[src/rtl/iedet_pkg.sv]
`timescale 1ns / 1ps
`default_nettype none
// ----------------------------------------------------------------------------
// Isolated emoji detector package
// Shared widths, code point constants, register indexes and the character
// class record passed from the classifier to the parser.
// ----------------------------------------------------------------------------
package iedet_pkg;

   // Most emoji sequences accepted in one message.
   localparam int MAX_TOKENS = 3;
   localparam int CNT_W      = $clog2(MAX_TOKENS + 1);

   localparam int CP_W    = 21;
   localparam int COUNT_W = 2;
   localparam int ROW_W   = 11;
   localparam int PX_W    = 8;

   // Configuration port.
   localparam int CSR_IDX_W  = 2;
   localparam int CSR_DATA_W = 8;
   localparam logic [CSR_IDX_W-1:0] CSR_ENABLE  = 2'd0;
   localparam logic [CSR_IDX_W-1:0] CSR_CELL_PX = 2'd1;
   localparam logic [CSR_IDX_W-1:0] CSR_GAP_PX  = 2'd2;

   localparam logic            RST_ENABLE  = 1'b1;
   localparam logic [PX_W-1:0] RST_CELL_PX = 8'd38;
   localparam logic [PX_W-1:0] RST_GAP_PX  = 8'd2;

   // Code points with a role of their own in a sequence.
   localparam logic [CP_W-1:0] CP_VS15      = 21'h00FE0E;
   localparam logic [CP_W-1:0] CP_VS16      = 21'h00FE0F;
   localparam logic [CP_W-1:0] CP_KEYCAP    = 21'h0020E3;
   localparam logic [CP_W-1:0] CP_ZWJ       = 21'h00200D;
   localparam logic [CP_W-1:0] CP_RI_LO     = 21'h01F1E0;
   localparam logic [CP_W-1:0] CP_RI_HI     = 21'h01F1FF;
   localparam logic [CP_W-1:0] CP_TAG_LO    = 21'h0E0020;
   localparam logic [CP_W-1:0] CP_TAG_HI    = 21'h0E007F;
   localparam logic [CP_W-1:0] CP_SKIN_LO   = 21'h01F3FB;
   localparam logic [CP_W-1:0] CP_SKIN_HI   = 21'h01F3FF;
   localparam logic [CP_W-1:0] CP_HASH      = 21'h000023;
   localparam logic [CP_W-1:0] CP_ASTERISK  = 21'h00002A;

   // Character classes of one code point; several may be set at once.
   typedef struct packed {
      logic space;
      logic keycap_base;
      logic emoji_base;
      logic flag_letter;
      logic modifier;
      logic vs16;
      logic keycap;
      logic zwj;
   } class_type;

endpackage : iedet_pkg
`default_nettype wire

[src/rtl/iedet_if.sv]
`timescale 1ns / 1ps
`default_nettype none
// ----------------------------------------------------------------------------
// Isolated emoji detector channels
// Valid/ready channels for the code point stream and for the per-message
// result.
// ----------------------------------------------------------------------------
interface iedet_req_if;
   import iedet_pkg::*;

   logic            valid;
   logic            ready;
   logic [CP_W-1:0] code_point;
   logic            char_present;
   logic            last;

   modport source (output valid, code_point, char_present, last, input ready);
   modport sink   (input valid, code_point, char_present, last, output ready);
endinterface : iedet_req_if

interface iedet_rsp_if;
   import iedet_pkg::*;

   logic               valid;
   logic               ready;
   logic               large_emoji;
   logic [COUNT_W-1:0] emoji_count;
   logic [ROW_W-1:0]   row_width_px;

   modport source (output valid, large_emoji, emoji_count, row_width_px, input ready);
   modport sink   (input valid, large_emoji, emoji_count, row_width_px, output ready);
endinterface : iedet_rsp_if
`default_nettype wire

[src/rtl/iedet_classify.sv]
`timescale 1ns / 1ps
`default_nettype none
// ----------------------------------------------------------------------------
// Isolated emoji detector character classifier
// Range compares that sort one code point into the classes the parser uses.
// ----------------------------------------------------------------------------
module iedet_classify (
   input  wire logic [iedet_pkg::CP_W-1:0] code_point,
   output iedet_pkg::class_type            char_class
);
   import iedet_pkg::*;

   logic [CP_W-1:0] c;
   logic            is_tag;
   logic            is_ri;

   assign c = code_point;

   always_comb begin
      is_tag = (c >= CP_TAG_LO) && (c <= CP_TAG_HI);
      is_ri  = (c >= CP_RI_LO) && (c <= CP_RI_HI);

      char_class.space =
         ((c >= 21'h09) && (c <= 21'h0D)) || (c == 21'h20) || (c == 21'h85) ||
         (c == 21'hA0) || (c == 21'h1680) || ((c >= 21'h2000) && (c <= 21'h200A)) ||
         (c == 21'h2028) || (c == 21'h2029) || (c == 21'h202F) ||
         (c == 21'h205F) || (c == 21'h3000);

      char_class.keycap_base =
         (c == CP_HASH) || (c == CP_ASTERISK) || ((c >= 21'h30) && (c <= 21'h39));

      char_class.emoji_base =
         (c == 21'hA9) || (c == 21'hAE) || (c == 21'h203C) || (c == 21'h2049) ||
         ((c >= 21'h2122) && (c <= 21'h2199)) || ((c >= 21'h2300) && (c <= 21'h23FF)) ||
         ((c >= 21'h2460) && (c <= 21'h24FF)) || ((c >= 21'h25A0) && (c <= 21'h27BF)) ||
         ((c >= 21'h2934) && (c <= 21'h2935)) || ((c >= 21'h2B05) && (c <= 21'h2B07)) ||
         ((c >= 21'h2B1B) && (c <= 21'h2B1C)) || (c == 21'h2B50) || (c == 21'h2B55) ||
         (c == 21'h3030) || (c == 21'h303D) || (c == 21'h3297) || (c == 21'h3299) ||
         (c == 21'h1F004) || (c == 21'h1F0CF) ||
         ((c >= 21'h1F1E0) && (c <= 21'h1F64F)) ||
         ((c >= 21'h1F680) && (c <= 21'h1F6FF)) ||
         ((c >= 21'h1F900) && (c <= 21'h1FAFF)) || is_tag;

      char_class.flag_letter = is_ri;
      char_class.vs16        = (c == CP_VS16);
      char_class.keycap      = (c == CP_KEYCAP);
      char_class.zwj         = (c == CP_ZWJ);
      char_class.modifier    =
         (c == CP_VS15) || (c == CP_VS16) || (c == CP_KEYCAP) || is_tag ||
         ((c >= CP_SKIN_LO) && (c <= CP_SKIN_HI));
   end

endmodule : iedet_classify
`default_nettype wire

[src/rtl/isolated_emoji_detector_top.sv]
`timescale 1ns / 1ps
`default_nettype none
// ----------------------------------------------------------------------------
// Isolated emoji detector
// Parses a message one code point per beat and, on the last beat, reports
// whether it is one to three emoji, with or without whitespace between, and its row width.
// ----------------------------------------------------------------------------
// Throughput: one request beat per cycle, sustained. Only a last beat waits,
//   and only while the previous result is still held in the result register.
// Result path: the input register loads when the last beat is accepted,
//   then the result register loads once it is free, and the result is
//   held there until taken.
// Reset: synchronous, active high; clears both pipeline valids, the parser
//   state and restores enable = 1, cell_px = 38, gap_px = 2.
// ----------------------------------------------------------------------------
module isolated_emoji_detector_top (
   input  wire logic                             clock,
   input  wire logic                             reset,
   iedet_req_if.sink                             req_bus,
   iedet_rsp_if.source                           rsp_bus,
   input  wire logic                             csr_we,
   input  wire logic [iedet_pkg::CSR_IDX_W-1:0]  csr_index,
   input  wire logic [iedet_pkg::CSR_DATA_W-1:0] csr_wdata
);
   import iedet_pkg::*;

   // Parser phases. A token is one emoji sequence.
   typedef enum logic [2:0] {
      PH_IDLE,   // between tokens
      PH_KEY1,   // after a keycap base
      PH_KEY2,   // after a keycap base and FE0F
      PH_SEQ,    // inside an emoji sequence
      PH_JOIN,   // after a joiner, waiting for the linked base
      PH_FAIL    // message already failed
   } phase_type;

   // Configuration registers.
   logic            enable_ff;
   logic [PX_W-1:0] cell_px_ff;
   logic [PX_W-1:0] gap_px_ff;

   // Input register stage.
   logic            s1_valid_ff;
   logic [CP_W-1:0] s1_code_ff;
   logic            s1_present_ff;
   logic            s1_last_ff;

   // Parser state.
   phase_type       phase_ff,  phase_in;
   logic            flag_ff,   flag_in;
   logic [CNT_W-1:0] count_ff, count_in;

   // Result register.
   logic               rsp_valid_ff;
   logic               large_emoji_ff,  large_emoji_in;
   logic [COUNT_W-1:0] emoji_count_ff,  emoji_count_in;
   logic [ROW_W-1:0]   row_width_ff,    row_width_in;

   class_type  cls;
   logic       out_free;
   logic       s1_go;

   // Intermediate values of the parser step.
   phase_type        start_phase;
   logic             start_flag;
   logic [CNT_W-1:0] start_count;
   phase_type        char_phase;
   logic             char_flag;
   logic [CNT_W-1:0] char_count;
   logic             msg_ok;
   logic [CNT_W+PX_W:0] cell_sum;
   logic [CNT_W+PX_W:0] gap_sum;

   // ------------------------------------------------------------------------
   // Configuration writes. Indexes beyond the register list are dropped.
   // ------------------------------------------------------------------------
   always_ff @(posedge clock) begin
      if (reset) begin
         enable_ff  <= RST_ENABLE;
         cell_px_ff <= RST_CELL_PX;
         gap_px_ff  <= RST_GAP_PX;
      end else if (csr_we) begin
         unique case (csr_index)
            CSR_ENABLE:  enable_ff  <= csr_wdata[0];
            CSR_CELL_PX: cell_px_ff <= csr_wdata[PX_W-1:0];
            CSR_GAP_PX:  gap_px_ff  <= csr_wdata[PX_W-1:0];
            default:     ;
         endcase
      end
   end

   // ------------------------------------------------------------------------
   // Flow control. A non-last beat only updates the parser, so it moves on
   // at once. A last beat needs the result register, which must be empty or
   // being drained this cycle. The input register refills in the same cycle
   // it empties, which gives full rate.
   // ------------------------------------------------------------------------
   assign out_free      = !rsp_valid_ff || rsp_bus.ready;
   assign s1_go         = s1_valid_ff && (!s1_last_ff || out_free);
   assign req_bus.ready = !s1_valid_ff || s1_go;

   always_ff @(posedge clock) begin
      if (reset) begin
         s1_valid_ff <= 1'b0;
      end else if (req_bus.ready) begin
         s1_valid_ff <= req_bus.valid;
      end
   end

   always_ff @(posedge clock) begin
      if (req_bus.ready && req_bus.valid) begin
         s1_code_ff    <= req_bus.code_point;
         s1_present_ff <= req_bus.char_present;
         s1_last_ff    <= req_bus.last;
      end
   end

   iedet_classify u_classify (
      .code_point (s1_code_ff),
      .char_class (cls)
   );

   // ------------------------------------------------------------------------
   // Parser step. start_* is what happens when the character may open a new
   // token: whitespace keeps us between tokens, a fourth token fails the
   // message, a keycap or emoji base opens a token, and anything else fails.
   // ------------------------------------------------------------------------
   always_comb begin
      start_phase = PH_FAIL;
      start_flag  = flag_ff;
      start_count = count_ff;
      if (cls.space) begin
         start_phase = PH_IDLE;
      end else if (count_ff >= CNT_W'(MAX_TOKENS)) begin
         start_phase = PH_FAIL;
      end else if (cls.keycap_base) begin
         start_phase = PH_KEY1;
         start_count = count_ff + CNT_W'(1);
      end else if (cls.emoji_base) begin
         start_phase = PH_SEQ;
         start_flag  = cls.flag_letter;
         start_count = count_ff + CNT_W'(1);
      end
   end

   always_comb begin
      char_phase = phase_ff;
      char_flag  = flag_ff;
      char_count = count_ff;
      if (s1_present_ff) begin
         unique case (phase_ff)
            PH_IDLE: begin
               char_phase = start_phase;
               char_flag  = start_flag;
               char_count = start_count;
            end
            PH_KEY1: begin
               if (cls.vs16) begin
                  char_phase = PH_KEY2;
               end else if (cls.keycap) begin
                  char_phase = PH_IDLE;
               end else begin
                  char_phase = PH_FAIL;
               end
            end
            PH_KEY2: begin
               char_phase = cls.keycap ? PH_IDLE : PH_FAIL;
            end
            PH_SEQ: begin
               // Modifiers and, after a flag base, further regional
               // indicators extend the current token.
               if (cls.modifier || (flag_ff && cls.flag_letter)) begin
                  char_phase = PH_SEQ;
               end else if (cls.zwj) begin
                  char_phase = PH_JOIN;
               end else begin
                  char_phase = start_phase;
                  char_flag  = start_flag;
                  char_count = start_count;
               end
            end
            PH_JOIN: begin
               char_phase = cls.emoji_base ? PH_SEQ : PH_FAIL;
            end
            default: begin
               char_phase = PH_FAIL;
            end
         endcase
      end
   end

   // ------------------------------------------------------------------------
   // Result. A message is good when it ends between tokens or inside a
   // sequence, with at least one token. The width is count cells plus
   // count - 1 gaps; both are masked to the field widths.
   // ------------------------------------------------------------------------
   always_comb begin
      msg_ok   = ((char_phase == PH_IDLE) || (char_phase == PH_SEQ)) &&
                 (char_count != '0);
      cell_sum = (CNT_W+PX_W+1)'(char_count) * (CNT_W+PX_W+1)'(cell_px_ff);
      gap_sum  = (CNT_W+PX_W+1)'(char_count - CNT_W'(1)) *
                 (CNT_W+PX_W+1)'(gap_px_ff);

      large_emoji_in = msg_ok && enable_ff;
      emoji_count_in = msg_ok ? COUNT_W'(char_count) : '0;
      row_width_in   = msg_ok ? ROW_W'(cell_sum + gap_sum) : '0;

      // The last beat returns the parser to its reset state.
      if (s1_last_ff) begin
         phase_in = PH_IDLE;
         flag_in  = 1'b0;
         count_in = '0;
      end else begin
         phase_in = char_phase;
         flag_in  = char_flag;
         count_in = char_count;
      end
   end

   always_ff @(posedge clock) begin
      if (reset) begin
         phase_ff <= PH_IDLE;
         flag_ff  <= 1'b0;
         count_ff <= '0;
      end else if (s1_go) begin
         phase_ff <= phase_in;
         flag_ff  <= flag_in;
         count_ff <= count_in;
      end
   end

   // ------------------------------------------------------------------------
   // Result register. It loads on a last beat and holds until taken.
   // ------------------------------------------------------------------------
   always_ff @(posedge clock) begin
      if (reset) begin
         rsp_valid_ff <= 1'b0;
      end else if (s1_go && s1_last_ff) begin
         rsp_valid_ff <= 1'b1;
      end else if (rsp_bus.ready) begin
         rsp_valid_ff <= 1'b0;
      end
   end

   always_ff @(posedge clock) begin
      if (s1_go && s1_last_ff) begin
         large_emoji_ff <= large_emoji_in;
         emoji_count_ff <= emoji_count_in;
         row_width_ff   <= row_width_in;
      end
   end

   assign rsp_bus.valid        = rsp_valid_ff;
   assign rsp_bus.large_emoji  = large_emoji_ff;
   assign rsp_bus.emoji_count  = emoji_count_ff;
   assign rsp_bus.row_width_px = row_width_ff;

   // ------------------------------------------------------------------------
   // Assertions.
   // ------------------------------------------------------------------------
   a_rsp_from_last: assert property (@(posedge clock) disable iff (reset)
      $rose(rsp_valid_ff) |-> $past(s1_go && s1_last_ff))
      else $error("result appeared without a last beat");

   a_parser_cleared: assert property (@(posedge clock) disable iff (reset)
      (!$past(reset) && $past(s1_go && s1_last_ff)) |->
         (phase_ff == PH_IDLE && count_ff == '0 && !flag_ff))
      else $error("parser state not cleared after a last beat");

   a_large_has_count: assert property (@(posedge clock) disable iff (reset)
      (rsp_valid_ff && large_emoji_ff) |-> (emoji_count_ff != '0))
      else $error("large emoji flagged with zero count");

   a_zero_count_zero_width: assert property (@(posedge clock) disable iff (reset)
      (rsp_valid_ff && emoji_count_ff == '0) |-> (row_width_ff == '0))
      else $error("nonzero width for an invalid message");

   a_count_bound: assert property (@(posedge clock) disable iff (reset)
      s1_valid_ff |-> (count_ff <= CNT_W'(MAX_TOKENS)))
      else $error("token count beyond the limit");

endmodule : isolated_emoji_detector_top
`default_nettype wire
[src/flat_wrapper.sv]
// flat-port wrapper written by rule: the top's interface ports become plain ports
module isolated_emoji_detector_top_flat import iedet_pkg::*;
  (clock, reset, csr_we, csr_index, csr_wdata, req_bus_valid, req_bus_code_point, req_bus_char_present, req_bus_last, req_bus_ready, rsp_bus_valid, rsp_bus_large_emoji, rsp_bus_emoji_count, rsp_bus_row_width_px, rsp_bus_ready);
  iedet_req_if req_bus_i ();
  iedet_rsp_if rsp_bus_i ();
  input  wire logic clock;
  input  wire logic reset;
  input  wire logic csr_we;
  input  wire logic [iedet_pkg::CSR_IDX_W-1:0] csr_index;
  input  wire logic [iedet_pkg::CSR_DATA_W-1:0] csr_wdata;
  input wire logic [$bits(req_bus_i.valid)-1:0] req_bus_valid;
  input wire logic [$bits(req_bus_i.code_point)-1:0] req_bus_code_point;
  input wire logic [$bits(req_bus_i.char_present)-1:0] req_bus_char_present;
  input wire logic [$bits(req_bus_i.last)-1:0] req_bus_last;
  output wire logic [$bits(req_bus_i.ready)-1:0] req_bus_ready;
  output wire logic [$bits(rsp_bus_i.valid)-1:0] rsp_bus_valid;
  output wire logic [$bits(rsp_bus_i.large_emoji)-1:0] rsp_bus_large_emoji;
  output wire logic [$bits(rsp_bus_i.emoji_count)-1:0] rsp_bus_emoji_count;
  output wire logic [$bits(rsp_bus_i.row_width_px)-1:0] rsp_bus_row_width_px;
  input wire logic [$bits(rsp_bus_i.ready)-1:0] rsp_bus_ready;
  assign req_bus_i.valid = req_bus_valid;
  assign req_bus_i.code_point = req_bus_code_point;
  assign req_bus_i.char_present = req_bus_char_present;
  assign req_bus_i.last = req_bus_last;
  assign req_bus_ready = req_bus_i.ready;
  assign rsp_bus_valid = rsp_bus_i.valid;
  assign rsp_bus_large_emoji = rsp_bus_i.large_emoji;
  assign rsp_bus_emoji_count = rsp_bus_i.emoji_count;
  assign rsp_bus_row_width_px = rsp_bus_i.row_width_px;
  assign rsp_bus_i.ready = rsp_bus_ready;
  isolated_emoji_detector_top u_core (.clock(clock), .reset(reset), .req_bus(req_bus_i), .rsp_bus(rsp_bus_i), .csr_we(csr_we), .csr_index(csr_index), .csr_wdata(csr_wdata));
endmodule
[config.mk]
export PLATFORM = sky130hd
export DESIGN_NAME = isolated_emoji_detector_top_flat
export DESIGN_NICKNAME = d
export VERILOG_FILES = /design/src/rtl/iedet_pkg.sv /design/src/rtl/iedet_if.sv /design/src/rtl/iedet_classify.sv /design/src/rtl/isolated_emoji_detector_top.sv /design/src/flat_wrapper.sv
export SDC_FILE = /design/constraint.sdc
export NUM_CORES = 1
export LEC_CHECK = 0
export BUFFER_PORTS_ARGS = -buffer_cell sky130_fd_sc_hd__buf_2
export CORE_ASPECT_RATIO = 2
export CORE_MARGIN = 8
export CORE_UTILIZATION = 35
export CTS_BUF_LIST = sky130_fd_sc_hd__clkbuf_8
export CTS_CLUSTER_DIAMETER = 50
export CTS_CLUSTER_SIZE = 16
export DETAILED_ROUTE_END_ITERATION = 16
export SYNTH_ARGS = -nofsm -noshare
export SYNTH_HDL_FRONTEND = slang
export SYNTH_SLANG_ARGS = --single-unit
[constraint.sdc]
create_clock -name clock -period 14.7 [get_ports clock]
set_input_delay 0 -clock clock [delete_from_list [all_inputs] [get_ports clock]]
set_output_delay 0 -clock clock [all_outputs]
set_load 0.005 [all_outputs]
# Word-level counts from Yosys, hierarchy flattened
# Index checks and enable logic that the tools add are counted.
[word_totals]
word_cells = 197
input_bits = 38
regBits = 62
out_inout_bits = 16
[classes]
n_lt_le_gt_ge = 32
reduce_logical = 79
n_mux = 31
n_eq_ne = 36
multipliers = 2
n_addsub = 3
[ops]
columns = ["operator", "n"]
rows = [
  ["21-bit by 14-bit == test with 1-bit output, second input constant", 15],
  ["21-bit by 14-bit >= comparator with 1-bit output, second input constant", 8],
  ["21-bit by 14-bit <= comparator with 1-bit output, second input constant", 8],
  ["21-bit by 17-bit <= comparator with 1-bit output, second input constant", 5],
  ["21-bit by 8-bit == test with 1-bit output, second input constant", 4],
  ["21-bit by 17-bit >= comparator with 1-bit output, second input constant", 4],
  ["21-bit by 6-bit == test with 1-bit output, second input constant", 3],
  ["1-bit logical OR", 43],
  ["21-bit by 16-bit == test with 1-bit output, second input constant", 2],
  ["21-bit by 17-bit == test with 1-bit output, second input constant", 2],
  ["3-bit 2-to-1 mux", 10],
  ["1-bit logical AND", 22],
  ["21-bit by 13-bit == test with 1-bit output, second input constant", 1],
  ["21-bit by 20-bit >= comparator with 1-bit output, second input constant", 1],
  ["21-bit by 4-bit >= comparator with 1-bit output, second input constant", 1],
  ["21-bit by 6-bit >= comparator with 1-bit output, second input constant", 1],
  ["21-bit by 20-bit <= comparator with 1-bit output, second input constant", 1],
  ["21-bit by 4-bit <= comparator with 1-bit output, second input constant", 1],
  ["21-bit by 6-bit <= comparator with 1-bit output, second input constant", 1],
  ["2-bit 2-to-1 mux", 8],
  ["3-bit case mux with 5 select lines", 1],
  ["10-bit by 11-bit adder with 11-bit output", 1],
  ["11-bit by 8-bit multiplier with 11-bit output", 1],
  ["2-bit by 8-bit multiplier with 10-bit output", 1],
  ["other kinds (19)", 38],
]

# Logic depth before layout (Yosys ltp)
[logic_depth]
ltp_word = 35
depth_mapped = 31
ltp_nobuf = 29

# By module
# Synthesis repeated with hierarchy kept, for this count alone.
[unflattened]
cells_unflattened = 579
hier_area_um2 = 5011.1
[modules_own_cells]
columns = ["module", "area_each_um2", "instances", "seq_area_each_um2", "cells_per_inst"]
rows = [
  ["isolated_emoji_detector_top", 3808.7, 1, 1611.5, 367],
  ["iedet_classify", 1202.4, 1, 0.0, 212],
]

# Least setup slack after synthesis
# Ideal clock, no wire load.
[synth_path]
path_kind = "register to register"
startpoint = "reg u_core.s1_code_ff[9]"
endpoint = "reg u_core.row_width_ff[10] (netlist: u_core.rsp_bus.row_width_px[10]), data pin"
stages_incl_launch_ff = 31
setup_slack_ns = 6.951
period_less_slack_ns = 7.749
n_path_buf = 2
arrival_ns = 7.486
required_ns = 14.438
setup_time_ns = 0.262
path_cell_list = "edfxtp_1 -> buf_6 -> or4_4 -> or2_1 -> or4_1 -> a211oi_2 -> nor3_1 -> o21ai_0 -> nor3b_4 -> xnor2_1 -> buf_4 -> ha_1 -> and2_1 -> inv_1 -> fa_1 -> inv_1 -> fa_1 -> inv_1 -> fa_1 -> inv_1 -> fa_1 -> inv_1 -> fa_1 -> inv_1 -> ha_1 -> inv_1 -> o21bai_1 -> a21oi_1 -> o21ai_0 -> xnor2_1 -> nor3_1"
[synth_between]
elab_chain_cells = 34
word_cells_on_any_way = 141
cone_classes = "add/sub: 2; mul: 2; order compare: 31; eq/ne: 28; mux: 18; reduce/logical: 60"
[synth_rtl]
columns = ["element", "line", "source"]
rows = [
  ["from (decl)", "isolated_emoji_detector_top.sv:44", "logic [CP_W-1:0] s1_code_ff;"],
  ["from (signal assigned)", "isolated_emoji_detector_top.sv:112", "s1_code_ff <= req_bus.code_point;"],
  ["branches (longest 34 deep; another with 21-bit by 14-bit >= comparator with 1-bit output)", "n/a", ""],
  ["to (signal assigned)", "isolated_emoji_detector_top.sv:249", "row_width_ff <= row_width_in;"],
  ["to (decl)", "isolated_emoji_detector_top.sv:57", "logic [ROW_W-1:0] row_width_ff, row_width_in;"],
]
# Parallel ways; which one is timed is not known.
# A chain may end at the register's enable or synchronous reset.

# Final worst setup path
[layout_path]
startpoint = "reg u_core.s1_code_ff[11]"
endpoint = "reg u_core.row_width_ff[10] (netlist: u_core.rsp_bus.row_width_px[10]), data pin"
# The elaborated chain is that of the path after synthesis.

==> results.yml <==
status:
  status: "complete, no violations"
power_and_ir_drop:
  netSwitchingFraction_pct: 34.5
  power_switching_mw: 0.187
  pwr_density_cell_nw_per_um2: 79.8
  leakage_nw: 2.67
  pwr-share-seq_pct: 38.1
  pwr-share-comb_pct: 34.0
  power.share.clock_pct: 27.9
  peakVddDrop_mv: 0.0662
  p_int_mw: 0.355
  totalPowerFinal_mw: 0.542
sta:
  worst_slack_ns: 6.14
  tightestPinTransition_ns: 0.960
  finalMaxSlewViolations: 0
  max_freq_mhz: 117
  skew_ns: 0.0112
  setup_viol: 0
  timing.setup.tns_ns: 0
  hold_violations: 0
  min_period_over_period_pct: 58.2
  relSlewSlack_pct: 35.4
  min_period_ns: 8.56
  rsz0062_at_grt: "no"
clock_network:
  clk_latency_ns: 0.35
  post-cts-setup-buffers: 0
  cts.sinks: 62
  cts_max_level: 3
  cts-resized-gates: 0
  cts_buffer_depth: 2
  cts_tree: "built"
  numCtsBuffers: 9
  cts.clk_slew.worst_paths_ns: 0.08
  cts-root-buf: "clkbuf_8"
global_route:
  grt_usage_pct: 14.5
  antenna_found_initial: 0
  grt_max_degree: 29
  overflow: 0
  grt_pass1_wl_mm: 25.1
  first_global_vias: 5129
place:
  dp_slack_ns: 6.15
  dpl-instance-area_um2: 6240
  dpl.hpwl_mm: 11.4
  routabilityCongestion: 0.911
  port_buffers: 53
worst_setup_path:
  r2r_slack_ns: 6.14
  crit_required_ns: 14.78
  cp.arrival_ns: 8.64
  critPathMaxFanout: 21
  cpMaxStageDelayCell: "or4_4"
  critPathMaxStageDelay_ns: 0.66
  rr_worst_depth: 29
  path_class: "flip-flop to flip-flop"
  end_kind: "flip-flop"
  r2r-end: "u_core.rsp_bus.row_width_px[10]"
  start_kind: "flip-flop"
  crit_top_cell: "inv_1"
  reg2reg_from: "u_core.s1_code_ff[11]"
drt:
  ant_nets: 0
  drtIter0Drc: 461
  drt_pass1_iterations: 5
  routed_wl_mm: 14.8
  vias_per_cell: 5.48
  num_vias: 5111
  routedWlPerCell_um: 15.9
  drc: 0
worst_hold_path:
  worstHoldPathCells: 4
  hold_start: "csr_index[1]"
  holdCritPathClass: "primary input to flip-flop"
  holdPathEnd: "u_core.cell_px_ff[6]"
finish:
  antennaDiodeCount: 0
  areaGrowthSynthToFinish_pct: 15.6
  layout.nets: 826
  fin_area_um2: 6790
  drive_above_1_share_pct: 13.1
die:
  start_util_pct: 35.4
  die_h_um: 199
  dieArea_um2: 21400
  core-area_um2: 16600
  ios: 54
  die_x_um: 108
  num_rows: 67
logic_synthesis:
  ys_seq_area_share_pct: 27.4
  synth_nets: 763
  synth_warnings: 0
  ys_top_cells_by_count: "70 x inv_1, 48 x nand2_1, 40 x nor2_1"
  synth_top_cell_area_share_pct: 18.9
  synth_cell_types: 75
  synth-seq-cells: 62
  synthFlopType: "edfxtp_1"
  synthCells: 657
  synth_area_um2: 5870
  synth_area_leaders: "edfxtp_1 19%, fa_1 13%, dfxtp_1 8.5%"
  synthArstFlopShare_pct: 0
  syn_avg_cell_area_um2: 8.94
  synth_edf_count: 37
  yosysMostFrequentCell: "inv_1"
  synth_top_area_cell: "edfxtp_1"
flow_run:
  max_cap_viol_count: 0
-- layout make-up --
class / instances / area, um2
clock buffers: 9 / 124
clock inverters: 7 / 72.6
fillers: 1670 / 9810
inverters: 70 / 263
multi-input cells: 487 / 3830
flip-flops and latches: 62 / 1610
well taps: 207 / 259
repair buffers: 90 / 631
-- power by group through the flow --
stage,registers [mW],clock network [mW],logic [mW]
after floorplan,0.199,0,0.151
after global placement,0.210,0,0.174
after detailed placement,0.210,0,0.178
after CTS,0.206,0.157,0.187
after global routing,0.208,0.162,0.213
final,0.206,0.151,0.184
-- sequential cells by signal, summed over array words and instances (netlist names) --
| name | flops |
|---|---|
| u_core.enable_ff | 1 |
| u_core.flag_ff | 1 |
| u_core.count_ff | 2 |
| u_core.s1_last_ff | 1 |
| u_core.cell_px_ff | 8 |
| u_core.rsp_bus.valid | 1 |
| u_core.rsp_bus.emoji_count | 2 |
| u_core.rsp_bus.large_emoji | 1 |
| u_core.s1_valid_ff | 1 |
| u_core.s1_code_ff | 21 |
| u_core.rsp_bus.row_width_px | 11 |
| u_core.s1_present_ff | 1 |
| u_core.gap_px_ff | 8 |
| u_core.phase_ff | 3 |
-- layout by cell type (no fill, tap or decap), types with 9 or more instances in the layout --
cell	instances
inv_1	70
buf_2	53
nand2_1	48
nor2_1	40
fa_1	39
edfxtp_1	37
dlygate4sd3_1	35
a21oi_1	30
ha_1	29
nor2b_1	25
dfxtp_1	25
o21ai_0	21
nor3_1	20
xnor2_1	17
nand2b_1	16
nand4_1	15
nand3_1	13
and2_1	13
mux2i_1	10
nor4_1	9
nand4b_1	9
nor4b_1	9
clkbuf_8	9
-- routing by layer --
metal	routed length (um)	global-route usage, %
met1	6700	18.8
met5	0	0
met4	587	7.35
met3	924	2.84
met2	6600	22.1
-- how the worst max path moves through the flow --
| stage | from | to | slack, ns | depth (start not counted) |
|---|---|---|---|---|
| after CTS | u_core.s1_code_ff[11] | u_core.rsp_bus.row_width_px[10] | 6.13 | 29 |
| after global routing | u_core.s1_code_ff[1] | u_core.rsp_bus.row_width_px[10] | 5.37 | 29 |
| after floorplan | u_core.s1_code_ff[9] | u_core.rsp_bus.row_width_px[10] | 6.95 | 30 |
| after global placement | u_core.s1_code_ff[11] | u_core.rsp_bus.row_width_px[10] | 6.35 | 29 |
| final | u_core.s1_code_ff[11] | u_core.rsp_bus.row_width_px[10] | 6.14 | 29 |
| after detailed placement | u_core.s1_code_ff[11] | u_core.rsp_bus.row_width_px[10] | 6.15 | 29 |
-- cell families (layout without fill, tap and decap cells) --
group	after synthesis	in the layout	share of synthesized area (%)
AOI/OAI and AO/OA	113	113	13.0
xor gates and xnor gates	20	20	3.11
adders and majority gates	68	68	19.5
buffers and inverters	108	176	7.48
DFF	62	62	27.4
muxes	10	10	1.70
other	1	1	0.0639
and+or+nand+nor	275	275	27.7
-- worst max-delay path, delay by kind of cell (launching register included) --
kind | cells | cell delay (ns)
compound gates | 4 | 0.87
buf+inv | 7 | 0.55
simple gates | 10 | 2.89
fa+ha+maj | 7 | 3.18
flops | 1 | 0.65
xor+xnor | 1 | 0.15
-- stage by stage --
stage | util [%] | hold slack, ns | std cells
after CTS | 40.9 | 0.0379 | 932
after global placement | 37.6 | 0.176 | 881
after global routing | 40.9 | 0.0725 | 932
final | 40.9 | 0.0518 | 932
after floorplan | - | 0.0989 | 657
after detailed placement | 37.6 | 0.178 | 881
-- timing repair --
action                     CTS  global route
setup endpoints to repair    0             0
hold buffers                35             0
hold endpoints to repair    42             0
Note: power is estimated with default switching activity, not from simulation.
